File: src/gnbt_pkg.sv
// ----------------------------------------------------------------------------
// gnbt_pkg
// Shared types, sizes and codes for the greedy nearest blob tracker.
// ----------------------------------------------------------------------------
package gnbt_pkg;

  localparam int MAX_TRACKS     = 16;
  localparam int MAX_CANDIDATES = 16;
  localparam int RESULT_LIMIT   = 16;

  localparam int T_IDX_W = (MAX_TRACKS > 1) ? $clog2(MAX_TRACKS) : 1;
  localparam int T_CNT_W = $clog2(MAX_TRACKS + 1);
  localparam int C_IDX_W = (MAX_CANDIDATES > 1) ? $clog2(MAX_CANDIDATES) : 1;
  localparam int C_CNT_W = $clog2(MAX_CANDIDATES + 1);
  localparam int R_CNT_W = $clog2(RESULT_LIMIT + 1);

  localparam logic [1:0] MODE_CAND  = 2'd0;
  localparam logic [1:0] MODE_END   = 2'd1;
  localparam logic [1:0] MODE_CLEAR = 2'd2;

  localparam int CFG_IDX_W = 2;
  localparam logic [CFG_IDX_W-1:0] CFG_MATCH_DIST = 2'd0;
  localparam logic [CFG_IDX_W-1:0] CFG_TIMEOUT    = 2'd1;
  localparam logic [CFG_IDX_W-1:0] CFG_PERSIST    = 2'd2;

  typedef struct packed {
    logic [1:0]         mode;
    logic signed [15:0] cand_x;
    logic signed [15:0] cand_y;
    logic signed [15:0] cand_z;
    logic               last_in_frame;
    logic [31:0]        frame_time_ms;
  } in_item_t;

  typedef struct packed {
    logic signed [15:0] track_x;
    logic signed [15:0] track_y;
    logic signed [15:0] track_z;
    logic               track_valid;
    logic               last_of_frame;
    logic               dropped;
  } out_item_t;

  typedef struct packed {
    logic signed [15:0] x;
    logic signed [15:0] y;
    logic signed [15:0] z;
  } pos_t;

  typedef enum logic [3:0] {
    OP_NONE, OP_LOAD, OP_START, OP_DIST, OP_COMMIT,
    OP_APPEND, OP_COMPACT, OP_SHRINK, OP_EMIT, OP_FINISH
  } dp_op_t;

  typedef struct packed {
    dp_op_t             op;
    logic [T_CNT_W-1:0] ti;
    logic [C_CNT_W-1:0] ci;
    logic [1:0]         ph;
  } cmd_t;

  typedef struct packed {
    logic [T_CNT_W-1:0] track_count;
    logic [C_CNT_W-1:0] cand_count;
    logic               out_free;
    logic               emit_stall;
  } sts_t;

endpackage

File: src/gnbt_ctrl.sv
// ----------------------------------------------------------------------------
// gnbt_ctrl
// Sequencer: walks the association, append, compaction and report loops.
// ----------------------------------------------------------------------------
module gnbt_ctrl import gnbt_pkg::*; (
  input  logic     clk,
  input  logic     rst_n,
  input  logic     in_valid,
  input  in_item_t in_data,
  output logic     in_ready,
  input  sts_t     sts,
  output cmd_t     cmd
);

  typedef enum logic [7:0] {
    S_IDLE    = 8'b00000001,
    S_START   = 8'b00000010,
    S_ASSOC   = 8'b00000100,
    S_COMMIT  = 8'b00001000,
    S_APPEND  = 8'b00010000,
    S_COMPACT = 8'b00100000,
    S_EMIT    = 8'b01000000,
    S_FINISH  = 8'b10000000
  } state_t;

  state_t             state_r, state_nxt;
  logic [T_CNT_W-1:0] t_r, t_nxt;
  logic [C_CNT_W-1:0] c_r, c_nxt;
  logic [1:0]         ph_r, ph_nxt;

  always_ff @(posedge clk) begin
    if (!rst_n) begin
      state_r <= S_IDLE;
      t_r     <= '0;
      c_r     <= '0;
      ph_r    <= '0;
    end else begin
      state_r <= state_nxt;
      t_r     <= t_nxt;
      c_r     <= c_nxt;
      ph_r    <= ph_nxt;
    end
  end

  always_comb begin
    state_nxt = state_r;
    t_nxt     = t_r;
    c_nxt     = c_r;
    ph_nxt    = ph_r;
    in_ready  = 1'b0;
    cmd.op    = OP_NONE;
    cmd.ti    = t_r;
    cmd.ci    = c_r;
    cmd.ph    = ph_r;
    unique case (state_r)
      S_IDLE: begin
        in_ready = 1'b1;
        if (in_valid) begin
          cmd.op = OP_LOAD;
          if ((in_data.mode == MODE_CAND && in_data.last_in_frame) ||
              in_data.mode == MODE_END) begin
            state_nxt = S_START;
          end
        end
      end
      S_START: begin
        cmd.op    = OP_START;
        t_nxt     = '0;
        c_nxt     = '0;
        ph_nxt    = '0;
        state_nxt = S_ASSOC;
      end
      S_ASSOC: begin
        if (t_r == sts.track_count) begin
          c_nxt     = '0;
          state_nxt = S_APPEND;
        end else if (c_r == sts.cand_count) begin
          state_nxt = S_COMMIT;
        end else begin
          // four phases per pair: three axis squares, then compare
          cmd.op = OP_DIST;
          if (ph_r == 2'd3) begin
            ph_nxt = '0;
            c_nxt  = c_r + C_CNT_W'(1);
          end else begin
            ph_nxt = ph_r + 2'd1;
          end
        end
      end
      S_COMMIT: begin
        cmd.op    = OP_COMMIT;
        t_nxt     = t_r + T_CNT_W'(1);
        c_nxt     = '0;
        state_nxt = S_ASSOC;
      end
      S_APPEND: begin
        if (c_r == sts.cand_count) begin
          t_nxt     = '0;
          state_nxt = S_COMPACT;
        end else begin
          cmd.op = OP_APPEND;
          c_nxt  = c_r + C_CNT_W'(1);
        end
      end
      S_COMPACT: begin
        if (t_r == sts.track_count) begin
          cmd.op    = OP_SHRINK;
          t_nxt     = '0;
          state_nxt = S_EMIT;
        end else begin
          cmd.op = OP_COMPACT;
          t_nxt  = t_r + T_CNT_W'(1);
        end
      end
      S_EMIT: begin
        if (t_r == sts.track_count) begin
          state_nxt = S_FINISH;
        end else begin
          cmd.op = OP_EMIT;
          if (!sts.emit_stall) t_nxt = t_r + T_CNT_W'(1);
        end
      end
      S_FINISH: begin
        cmd.op = OP_FINISH;
        if (sts.out_free) state_nxt = S_IDLE;
      end
      default: state_nxt = S_IDLE;
    endcase
  end

endmodule

File: src/gnbt_dp.sv
// ----------------------------------------------------------------------------
// gnbt_dp
// Candidate and track stores, distance unit, config registers, result stage.
// ----------------------------------------------------------------------------
module gnbt_dp import gnbt_pkg::*; (
  input  logic                 clk,
  input  logic                 rst_n,
  input  in_item_t             in_data,
  input  logic                 cfg_valid,
  input  logic [CFG_IDX_W-1:0] cfg_index,
  input  logic [31:0]          cfg_data,
  input  cmd_t                 cmd,
  output sts_t                 sts,
  output logic                 out_valid,
  input  logic                 out_ready,
  output out_item_t            out_data
);

  pos_t                 cand_mem [MAX_CANDIDATES];
  logic [MAX_CANDIDATES-1:0] taken_r;
  logic [C_CNT_W-1:0]   cand_cnt_r;
  pos_t                 trk_pos [MAX_TRACKS];
  logic [7:0]           trk_hits [MAX_TRACKS];
  logic [31:0]          trk_seen [MAX_TRACKS];
  logic [T_CNT_W-1:0]   trk_cnt_r;
  logic                 drop_r;

  logic [15:0]          md_r;
  logic [31:0]          to_r;
  logic [7:0]           pers_r;
  logic [31:0]          limit_r;
  logic [31:0]          sq_r;
  logic [33:0]          acc_r;
  logic [33:0]          best_r;
  logic [C_IDX_W-1:0]   bidx_r;
  logic                 found_r;
  logic [31:0]          now_r;
  logic [T_CNT_W-1:0]   wn_r;
  logic [R_CNT_W-1:0]   ecnt_r;
  logic                 pend_valid_r;
  pos_t                 pend_r;
  logic                 out_valid_r;
  out_item_t            out_r;

  logic [C_IDX_W-1:0]   ci_idx, crd_idx;
  logic [T_IDX_W-1:0]   ti_idx;
  pos_t                 cand_q, trk_q;
  logic [7:0]           hits_q;
  logic [31:0]          seen_q, age;
  logic signed [15:0]   ca, ta;
  logic signed [16:0]   diff;
  logic signed [33:0]   prod;
  logic [33:0]          total, thresh;
  logic                 keep, persist, out_free, push, cand_full, trk_full;
  out_item_t            push_item;

  assign ci_idx  = cmd.ci[C_IDX_W-1:0];
  assign ti_idx  = cmd.ti[T_IDX_W-1:0];
  assign crd_idx = (cmd.op == OP_COMMIT) ? bidx_r : ci_idx;
  assign cand_q  = cand_mem[crd_idx];
  assign trk_q   = trk_pos[ti_idx];
  assign hits_q  = trk_hits[ti_idx];
  assign seen_q  = trk_seen[ti_idx];

  always_comb begin
    unique case (cmd.ph)
      2'd0:    begin ca = cand_q.x; ta = trk_q.x; end
      2'd1:    begin ca = cand_q.y; ta = trk_q.y; end
      default: begin ca = cand_q.z; ta = trk_q.z; end
    endcase
  end

  assign diff   = {ca[15], ca} - {ta[15], ta};
  assign prod   = diff * diff;
  assign total  = acc_r + {2'b00, sq_r};
  assign thresh = found_r ? best_r : {2'b00, limit_r};
  assign age    = now_r - seen_q;
  assign keep   = (age <= to_r);
  assign persist   = (hits_q >= pers_r) && (ecnt_r < R_CNT_W'(RESULT_LIMIT));
  assign out_free  = !out_valid_r || out_ready;
  assign cand_full = (cand_cnt_r >= C_CNT_W'(MAX_CANDIDATES));
  assign trk_full  = (trk_cnt_r >= T_CNT_W'(MAX_TRACKS));

  // a found track waits in pend_r until we know whether it closes the frame
  always_comb begin
    push = 1'b0;
    push_item.track_x       = pend_r.x;
    push_item.track_y       = pend_r.y;
    push_item.track_z       = pend_r.z;
    push_item.track_valid   = 1'b1;
    push_item.last_of_frame = 1'b0;
    push_item.dropped       = drop_r;
    if (cmd.op == OP_EMIT) begin
      push = persist && pend_valid_r && out_free;
    end else if (cmd.op == OP_FINISH) begin
      push = out_free;
      push_item.last_of_frame = 1'b1;
      if (!pend_valid_r) begin
        push_item.track_x     = '0;
        push_item.track_y     = '0;
        push_item.track_z     = '0;
        push_item.track_valid = 1'b0;
      end
    end
  end

  assign sts.track_count = trk_cnt_r;
  assign sts.cand_count  = cand_cnt_r;
  assign sts.out_free    = out_free;
  assign sts.emit_stall  = persist && pend_valid_r && !out_free;
  assign out_valid = out_valid_r;
  assign out_data  = out_r;

  // stores (no reset)
  always_ff @(posedge clk) begin
    if (cmd.op == OP_LOAD && in_data.mode == MODE_CAND && !cand_full) begin
      cand_mem[cand_cnt_r[C_IDX_W-1:0]] <= '{x: in_data.cand_x, y: in_data.cand_y,
                                            z: in_data.cand_z};
    end
    unique case (cmd.op)
      OP_COMMIT: begin
        if (found_r) begin
          trk_pos[ti_idx]  <= cand_q;
          trk_hits[ti_idx] <= (hits_q == 8'hFF) ? hits_q : hits_q + 8'd1;
          trk_seen[ti_idx] <= now_r;
        end
      end
      OP_APPEND: begin
        if (!taken_r[ci_idx] && !trk_full) begin
          trk_pos[trk_cnt_r[T_IDX_W-1:0]]  <= cand_q;
          trk_hits[trk_cnt_r[T_IDX_W-1:0]] <= 8'd1;
          trk_seen[trk_cnt_r[T_IDX_W-1:0]] <= now_r;
        end
      end
      OP_COMPACT: begin
        if (keep) begin
          trk_pos[wn_r[T_IDX_W-1:0]]  <= trk_q;
          trk_hits[wn_r[T_IDX_W-1:0]] <= hits_q;
          trk_seen[wn_r[T_IDX_W-1:0]] <= seen_q;
        end
      end
      default: ;
    endcase
  end

  // distance unit and payload registers
  always_ff @(posedge clk) begin
    if (cmd.op == OP_LOAD) now_r <= in_data.frame_time_ms;
    if (cmd.op == OP_START) limit_r <= 32'(md_r) * 32'(md_r);
    if (cmd.op == OP_DIST) begin
      sq_r <= prod[31:0];
      if (cmd.ph == 2'd0) acc_r <= '0;
      else                acc_r <= total;
      if (cmd.ph == 2'd3 && !taken_r[ci_idx] && total < thresh) begin
        best_r <= total;
        bidx_r <= ci_idx;
      end
    end
    if (cmd.op == OP_EMIT && persist && (!pend_valid_r || out_free)) pend_r <= trk_q;
    if (push) out_r <= push_item;
  end

  // control state
  always_ff @(posedge clk) begin
    if (!rst_n) begin
      md_r         <= 16'd300;
      to_r         <= 32'd1000;
      pers_r       <= 8'd3;
      cand_cnt_r   <= '0;
      taken_r      <= '0;
      trk_cnt_r    <= '0;
      drop_r       <= 1'b0;
      found_r      <= 1'b0;
      wn_r         <= '0;
      ecnt_r       <= '0;
      pend_valid_r <= 1'b0;
      out_valid_r  <= 1'b0;
    end else begin
      if (cfg_valid) begin
        unique case (cfg_index)
          CFG_MATCH_DIST: md_r   <= cfg_data[15:0];
          CFG_TIMEOUT:    to_r   <= cfg_data;
          CFG_PERSIST:    pers_r <= cfg_data[7:0];
          default: ;
        endcase
      end
      if (push) out_valid_r <= 1'b1;
      else if (out_ready) out_valid_r <= 1'b0;
      unique case (cmd.op)
        OP_LOAD: begin
          if (in_data.mode == MODE_CAND) begin
            if (cand_full) begin
              drop_r <= 1'b1;
            end else begin
              taken_r[cand_cnt_r[C_IDX_W-1:0]] <= 1'b0;
              cand_cnt_r <= cand_cnt_r + C_CNT_W'(1);
            end
          end else if (in_data.mode == MODE_CLEAR) begin
            trk_cnt_r <= '0;
          end
        end
        OP_START: begin
          found_r <= 1'b0;
          wn_r    <= '0;
        end
        OP_DIST: begin
          if (cmd.ph == 2'd3 && !taken_r[ci_idx] && total < thresh) found_r <= 1'b1;
        end
        OP_COMMIT: begin
          if (found_r) taken_r[bidx_r] <= 1'b1;
          found_r <= 1'b0;
        end
        OP_APPEND: begin
          if (!taken_r[ci_idx]) begin
            if (trk_full) drop_r <= 1'b1;
            else          trk_cnt_r <= trk_cnt_r + T_CNT_W'(1);
          end
        end
        OP_COMPACT: begin
          if (keep) wn_r <= wn_r + T_CNT_W'(1);
        end
        OP_SHRINK: begin
          trk_cnt_r    <= wn_r;
          ecnt_r       <= '0;
          pend_valid_r <= 1'b0;
        end
        OP_EMIT: begin
          if (persist && (!pend_valid_r || out_free)) begin
            pend_valid_r <= 1'b1;
            ecnt_r       <= ecnt_r + R_CNT_W'(1);
          end
        end
        OP_FINISH: begin
          if (out_free) begin
            cand_cnt_r   <= '0;
            taken_r      <= '0;
            drop_r       <= 1'b0;
            pend_valid_r <= 1'b0;
          end
        end
        default: ;
      endcase
    end
  end

endmodule

File: src/greedy_nearest_blob_tracker.sv
// ----------------------------------------------------------------------------
// greedy_nearest_blob_tracker
// Buffers a frame's blob candidates, greedily associates them with stored
// tracks, ages out stale tracks and reports the persistent ones.
//
//   channel  direction  payload      handshake
//   in_      input      in_item_t    in_valid / in_ready
//   out_     output     out_item_t   out_valid / out_ready
//   cfg_     input      index, data  cfg_valid / cfg_ready (always ready)
//
// A frame end runs association with the single shared distance unit (one
// axis square per cycle, then compare), then the append, compaction and
// report passes.
// Results leave through one output register; reporting stalls while it is
// full. Reset (synchronous, rst_n low) empties both stores and loads the
// register defaults.
// ----------------------------------------------------------------------------
module greedy_nearest_blob_tracker import gnbt_pkg::*; (
  input  logic                 clk,
  input  logic                 rst_n,
  input  logic                 in_valid,
  output logic                 in_ready,
  input  in_item_t             in_data,
  output logic                 out_valid,
  input  logic                 out_ready,
  output out_item_t            out_data,
  input  logic                 cfg_valid,
  output logic                 cfg_ready,
  input  logic [CFG_IDX_W-1:0] cfg_index,
  input  logic [31:0]          cfg_data
);

  cmd_t cmd;
  sts_t sts;

  assign cfg_ready = 1'b1;

  gnbt_ctrl u_ctrl (
    .clk      (clk),
    .rst_n    (rst_n),
    .in_valid (in_valid),
    .in_data  (in_data),
    .in_ready (in_ready),
    .sts      (sts),
    .cmd      (cmd)
  );

  gnbt_dp u_dp (
    .clk       (clk),
    .rst_n     (rst_n),
    .in_data   (in_data),
    .cfg_valid (cfg_valid),
    .cfg_index (cfg_index),
    .cfg_data  (cfg_data),
    .cmd       (cmd),
    .sts       (sts),
    .out_valid (out_valid),
    .out_ready (out_ready),
    .out_data  (out_data)
  );

endmodule

File: config.mk
export PLATFORM = sky130hd
export DESIGN_NAME = greedy_nearest_blob_tracker
export DESIGN_NICKNAME = d
export VERILOG_FILES = /design/src/gnbt_pkg.sv /design/src/gnbt_ctrl.sv /design/src/gnbt_dp.sv /design/src/greedy_nearest_blob_tracker.sv
export SDC_FILE = /design/constraint.sdc
export NUM_CORES = 2
export LEC_CHECK = 0
export ABC_AREA = 1
export BUFFER_PORTS_ARGS = -buffer_cell sky130_fd_sc_hd__buf_2
export CELL_PAD_IN_SITES_DETAIL_PLACEMENT = 1
export CELL_PAD_IN_SITES_GLOBAL_PLACEMENT = 2
export CORE_ASPECT_RATIO = 0.8
export CORE_MARGIN = 10
export CORE_UTILIZATION = 40
export CTS_BUF_LIST = sky130_fd_sc_hd__clkbuf_4 sky130_fd_sc_hd__clkbuf_8 sky130_fd_sc_hd__clkbuf_16
export CTS_CLUSTER_DIAMETER = 30
export CTS_CLUSTER_SIZE = 30
export DETAILED_ROUTE_END_ITERATION = 10
export HOLD_SLACK_MARGIN = 0.05
export PLACE_DENSITY_LB_ADDON = 0.1
export SYNTH_ARGS = -nofsm -noshare
export SYNTH_HDL_FRONTEND = slang
export SYNTH_SLANG_ARGS = --single-unit
File: constraint.sdc
create_clock -name clk -period 8.6 [get_ports clk]
set_input_delay 0.86 -clock clk [delete_from_list [all_inputs] [get_ports clk]]
set_output_delay 0.86 -clock clk [all_outputs]
set_load 0.1 [all_outputs]
After elaboration in Yosys (flattened, before gate mapping)

Memory sizes are Yosys's and may differ from the RTL's. A register that Yosys moved wholly into a read port is not among the register bits.
Cells that the tools add are included.

Memories: 4
Input port bits: 122
Output and inout bits: 54
Register bits: 383
Word-level logic and storage cells: 292
Bits in writable memories: 2176

Memories:

| name          | depth | bits a word | read ports | clocked after memory_dff | write ports | line          | source |
|---|---|---|---|---|---|---|---|
| u_dp.cand_mem | 16    | 48          | 1          | 0                        | 1           | gnbt_dp.sv:19 | `pos_t cand_mem [MAX_CANDIDATES];` |
| u_dp.trk_pos  | 16    | 48          | 1          | 1                        | 1           | gnbt_dp.sv:22 | `pos_t trk_pos [MAX_TRACKS];` |
| u_dp.trk_seen | 16    | 32          | 1          | 1                        | 1           | gnbt_dp.sv:24 | `logic [31:0] trk_seen [MAX_TRACKS];` |
| u_dp.trk_hits | 16    | 8           | 1          | 1                        | 1           | gnbt_dp.sv:23 | `logic [7:0] trk_hits [MAX_TRACKS];` |

Bitwise operators: 4
Add/sub/neg operators: 11
Reductions and logical operators: 64
Eq/ne operators: 53
Mux-type cells: 112
Multiply operators: 2
Magnitude comparators: 11

Operator list:

| cell                                        | count |
|---|---|
| two-way mux 50 bit                          | 2 |
| two-way mux 48 bit                          | 2 |
| OR reduction 48 bit                         | 2 |
| two-way mux 8 bit                           | 11 |
| two-way mux 5 bit                           | 17 |
| two-way mux 16 bit                          | 4 |
| two-way mux 32 bit                          | 2 |
| case mux 16 bit (2 select lines)            | 2 |
| OR reduction 32 bit                         | 2 |
| two-way mux 4 bit                           | 15 |
| case mux 8 bit (7 select lines)             | 1 |
| two-way mux 49 bit                          | 1 |
| case mux 16 bit (3 select lines)            | 1 |
| adder 34 x 32 -> 34 bit                     | 1 |
| < comparator 34 bit                         | 1 |
| two-way mux 1 bit                           | 34 |
| two-way mux 34 bit                          | 1 |
| <= comparator 32 bit                        | 1 |
| multiplier 16 x 16 -> 32 bit                | 1 |
| multiplier 17 x 17 -> 32 bit                | 1 |
| case mux 4 bit (8 select lines)             | 1 |
| subtractor 32 bit                           | 1 |
| adder 5 x 1 -> 5 bit, second input constant | 6 |
| case mux 5 bit (2 select lines)             | 3 |
| 55 further kinds                            | 144 |

Logic depth before layout (Yosys ltp)

Depth in word-level cells: 10
Gate-level depth with buffers: 53
Depth with buffers taken out: 49

Hierarchy

Synthesis repeated with hierarchy kept, for this count alone.

Cell total of the unflattened synthesis: 10899
Area total of the unflattened synthesis: 125820.7 µm²

Modules (own cells, without submodules):

| module                      | area each (µm²) | seq. area each (µm²) | instances | cells each |
|---|---|---|---|---|
| gnbt_dp                     | 124182.9        | 75222.1              | 1         | 10636 |
| gnbt_ctrl                   | 1626.6          | 400.4                | 1         | 261 |
| greedy_nearest_blob_tracker | 11.3            | 0.0                  | 1         | 2 |

Worst setup path after synthesis

Ideal clock, no wire load.

Kind: reg2reg
Start point: reg (tool-made name)
End point: mem u_dp.trk_hits[4][0], enable pin
Buffers on the path: 6
Stages on the path, launching flop included: 37
Period minus slack after synthesis: 8761 ps
Slack: -161 ps
Arrival time: 8226 ps
Data required time: 8065 ps
Setup time: 535 ps
Path through: dfxtp_1 buf_4 buf_6 buf_6 buf_4 buf_4 buf_2 o21ai_0 o221ai_1 nand3_1 nand2_1 ha_1 inv_1 fa_1 nand3_1 nand2_1 nand2_1 nand2_1 nand3_1 nand3_1 nand2_1 nand2_1 nand2_1 nand3_1 xor2_1 ha_1 nand2_1 nor3_1 and3_1 nand2_1 nand2_1 nand2_2 nand2_1 nand2_1 nor2_1 nand2_1 nor2_1

RTL lines:

| item          | line |
|---|---|
| end, declared | gnbt_dp.sv:23 |

Worst setup path in the final report

Start point: reg u_ctrl.state_r[5]
End point: reg u_dp.sq_r[31] (data pin)

Word-level cells in the longest chain between the ends: 8
Elaborated cells on any way between the ends: 15

Ends and longest elaborated chain:

| item                                        | line            | source |
|---|---|---|
| start, declared                             | gnbt_ctrl.sv:26 | `state_t state_r, state_nxt;` |
| start signal, assigned                      | gnbt_ctrl.sv:38 | `state_r <= state_nxt;` |
| equality test 8 bit (tied with other cells) | gnbt_ctrl.sv:55 | `unique case (state_r)` |
| case mux 4 bit (8 select lines) *           | gnbt_ctrl.sv:55 |  |
| equality test 4 x 3 -> 1 bit *              | gnbt_dp.sv:59   | `assign crd_idx = (cmd.op == OP_COMMIT) ? bidx_r : ci_idx;` |
| two-way mux 4 bit *                         | gnbt_dp.sv:59   |  |
| memory (16 x 48 bit) *                      | -               |  |
| case mux 16 bit (2 select lines) *          | gnbt_dp.sv:66   | `unique case (cmd.ph)` |
| subtractor 16 x 16 -> 17 bit *              | gnbt_dp.sv:73   | `assign diff = {ca[15], ca} - {ta[15], ta};` |
| multiplier 17 x 17 -> 32 bit *              | gnbt_dp.sv:74   | `assign prod = diff * diff;` |
| named net u_dp.prod[31]                     | gnbt_dp.sv:52   | `logic signed [33:0] prod;` |
| end signal, assigned                        | gnbt_dp.sv:151  | `sq_r <= prod[31:0];` |
| end, declared                               | gnbt_dp.sv:32   | `logic [31:0] sq_r;` |

The timed path passes the listed nets; every way through them passes the cells marked *.
A chain may end at the register's enable or synchronous reset.

==> summary.txt <==
Clock-pin slew on the worst setup and hold paths: 0.05 ns
Top_reg_cell synth: edfxtp_1
Number of synthesized flops with an enable pin: 2441
DP Wirelength: 296000 um
CP Capture Type: flop
Cells after Synth: 10900
Number of port buffers: 174
CTS tree: yes
Post-Layout Cell Count: 17000
Yosys top cell area share: 59.0%
CP Depth: 49
Synth cell types: 61
Clk Latency, worst-skew pair: 0.95 ns
Seq cells post-synth: 2561
Multi-input logic area: 45000 um2
WP buf/inv: 20
Ports: 176
Critical Path RT: 9.22 ns
Post-route ant nets: 0
Clock skew: 0.0740 ns
Die Width: 643 um
Vias in the first global route: 98500
Cell family with most CP delay: adder cells
Sequential element share of the synthesized area: 61.0%
Core ar.: 308000 um2
Critical-path top delay cell: fa_2
Status: finished, violations left
Slew headroom: 12.6%
Pin count of the biggest net entering global routing: 179
Met1 GRT Util: 37.1%
DIE HEIGHT: 518 um
Setup TNS: -1.65 ns
Share of layout cells above drive strength 1: 24.0%
Post-Place Cells: 15800
Drt wl/cell: 26.7 um
Layout filler cell count: 31400
Met2 usage in global routing: 42.0%
WS Path Type: flop to flop
Hold Path Class: input port to flop
Congestion Overflow GR: 0
Syn Nets: 11800
Vias: 93300
Bufs on Longest Clock Path: 4
Asr flop ratio synth: 0%
Antenna violations before repair: 24
Setup WS post-layout: -0.232 ns
Setup violators final: 13
First-pass GRT wire length: 665000 um
Register area: 75700 um2
Worst Hold Depth: 1
Nets@finish: 13400
Synth Cell Area: 124000 um2
Syn-to-layout area delta: 32.2%
Total Routing Usage GR: 26.3%
Final hold violations: 0
Final Wtd Congestion: 0.854
Startpoint types: flop
Cell repeated most along the worst path: inv_1
Mean Syn Cell Area: 11.4 um2
Failing checks: negative setup slack
Max Cap Viol: 0
Cell taking the most area after synthesis: edfxtp_1
Die area: 333000 um2
Met3 usage in global routing: 3.59%
Clock root cell: clkbuf_16
Period minus WS final: 8.83 ns
CP Max Fanout: 6
Main area contributors after synthesis: edfxtp_1 (59%), fa_1 (6.8%), nand2_1 (5.0%), o21ai_0 (3.6%), nand3_1 (3.5%)
Worst endpoint data arrival time: 9.46 ns
DR iter-0 viols: 7887
Worst Tran Pin Value: 1.31 ns
Final WL: 454000 um
Pre-antenna DRT Iters: 6
YS warnings: 0
Clk sinks: 2561
Period utilization: 103%
Inserted Clock Buffers: 534
Vias per std cell: 5.48
H-tree Lvls: 6
Fmax: 113 MHz
R2r worst-path depth: 49
Fin. max-slew vios: 0
DRC Markers: 0
Starting Density: 40.3%
CP max stage delay: 0.57 ns
GRT busiest layer: met2
RSZ-0062 raised after global routing: yes
Row cnt: 182
## synth_stat cells (12+ instances only)
cell type and n:
edfxtp_1 2441, nand2_1 1658, inv_1 1132, nor2_1 1126, o21ai_0 895, nand3_1 876
fa_1 423, ha_1 343, clkbuf_1 316, a21oi_1 293, o221ai_1 234, o211ai_1 223
buf_2 215, dfxtp_1 120, xor2_1 104, o22ai_1 86, xnor2_1 52, o21ai_1 51
nor3_1 31, mux2i_1 30, nand4_1 29, buf_4 25, a21o_1 23, a32o_1 16
o21bai_1 16, a221oi_1 15, inv_2 13, a31oi_1 12, buf_1 12
## layer usage
layer  share of wire [%]  routed length (um)
met1                  45              203000
met2                  46              211000
met3                 5.6               25600
met4                 3.3               14900
met5               0.014                  64
## flip-flops by register name, indices dropped and copies added, names as in the netlist, 34 cells and up, named ones only
register and flops:
u_dp.cand_mem 768, u_dp.trk_seen 512, u_dp.trk_pos 768, u_dp.best_r 34
u_dp.pend_r 48, u_dp.acc_r 34, u_dp.trk_hits 128, u_dp.out_data 51
## repair_timing
action,in CTS,in global routing
setup endpoints to repair,20,1435
setup buffers,151,74
resized for setup,551,333
hold buffers,0,0
gates cloned,13,7
pin swaps,176,172
## path summary, 6_finish.rpt
kind / to / slack (ns) / start
max: u_dp.sq_r[31]$_DFFE_PP_ / -0.23 / u_ctrl.state_r[5]$_SDFFE_PN0P_
min: u_dp.now_r[24]$_DFFE_PN_ / 0.13 / in_data[24]
max reg2reg: u_dp.sq_r[31]$_DFFE_PP_ / -0.23 / u_ctrl.state_r[5]$_SDFFE_PN0P_
min reg2reg: u_dp.to_r[1]$_SDFFE_PN0P_ / 0.46 / u_dp.to_r[1]$_SDFFE_PN0P_
## cell type report
| class | instances | area share (%) |
|---|---|---|
| inverter | 1154 | 2.71 |
| timing repair inverter | 1 | 0.00534 |
| tap | 4140 | 3.16 |
| clock inverter | 342 | 2.59 |
| antenna | 9 | 0.0137 |
| timing repair buffer | 1572 | 9.31 |
| sequential | 2561 | 46.1 |
| clock buffer | 616 | 8.65 |
| multi-input combinational | 6647 | 27.4 |
## through the flow
stage / utilization, % / hold slack, ns / setup WS [ns] / area [um2]
floorplan: - / 0.403 / -0.161 / 124000
global placement: 45.4 / 0.456 / -0.896 / 140000
detailed placement: 45.4 / 0.462 / -0.947 / 140000
CTS: 52.6 / 0.0683 / -0.161 / 162000
global route: 53.3 / 0.0964 / -0.555 / 164000
finish: 53.3 / 0.128 / -0.232 / 164000
## cells in the final DEF, fill, tap and decap left out, drive strengths merged, types with 8 or more instances in the layout
master and instances:
clkinv 198, a221oi 15, mux2i 30, ha 343
nor3 33, o21bai 16, nand4 32, o221ai 234
nand2 1666, buf 1565, a21oi 295, fa 423
or2 12, nor2 1133, diode 9, edfxtp 2441
xnor2 52, o21ai 950, o21a 8, clkbuf 622
a211oi 8, inv 1180, o22ai 86, nand3b 10
o211ai 223, a32o 16, a21o 23, nor4 14
nand3 877, a31oi 12, a21boi 10, bufinv 74
dfxtp 120, clkinvlp 45, xor2 105
## cell families (layout without fill, tap and decap cells)
kind of cell,count (synthesis),count (layout),synth area share (%)
AND/OR/NAND/NOR,3788,3789,12.6
flip-flops,2561,2561,61.0
AO/OA/AOI/OAI,1904,1904,9.21
buffers and inverters,1727,3685,5.54
adder cells (fa/ha/maj),766,766,10.3
XOR/XNOR,157,157,1.11
multiplexers,30,30,0.242
other,1,10,0.00302
Power is not shown: default switching activity piles up to over one toggle a cycle in this logic, so the estimate is an artifact.
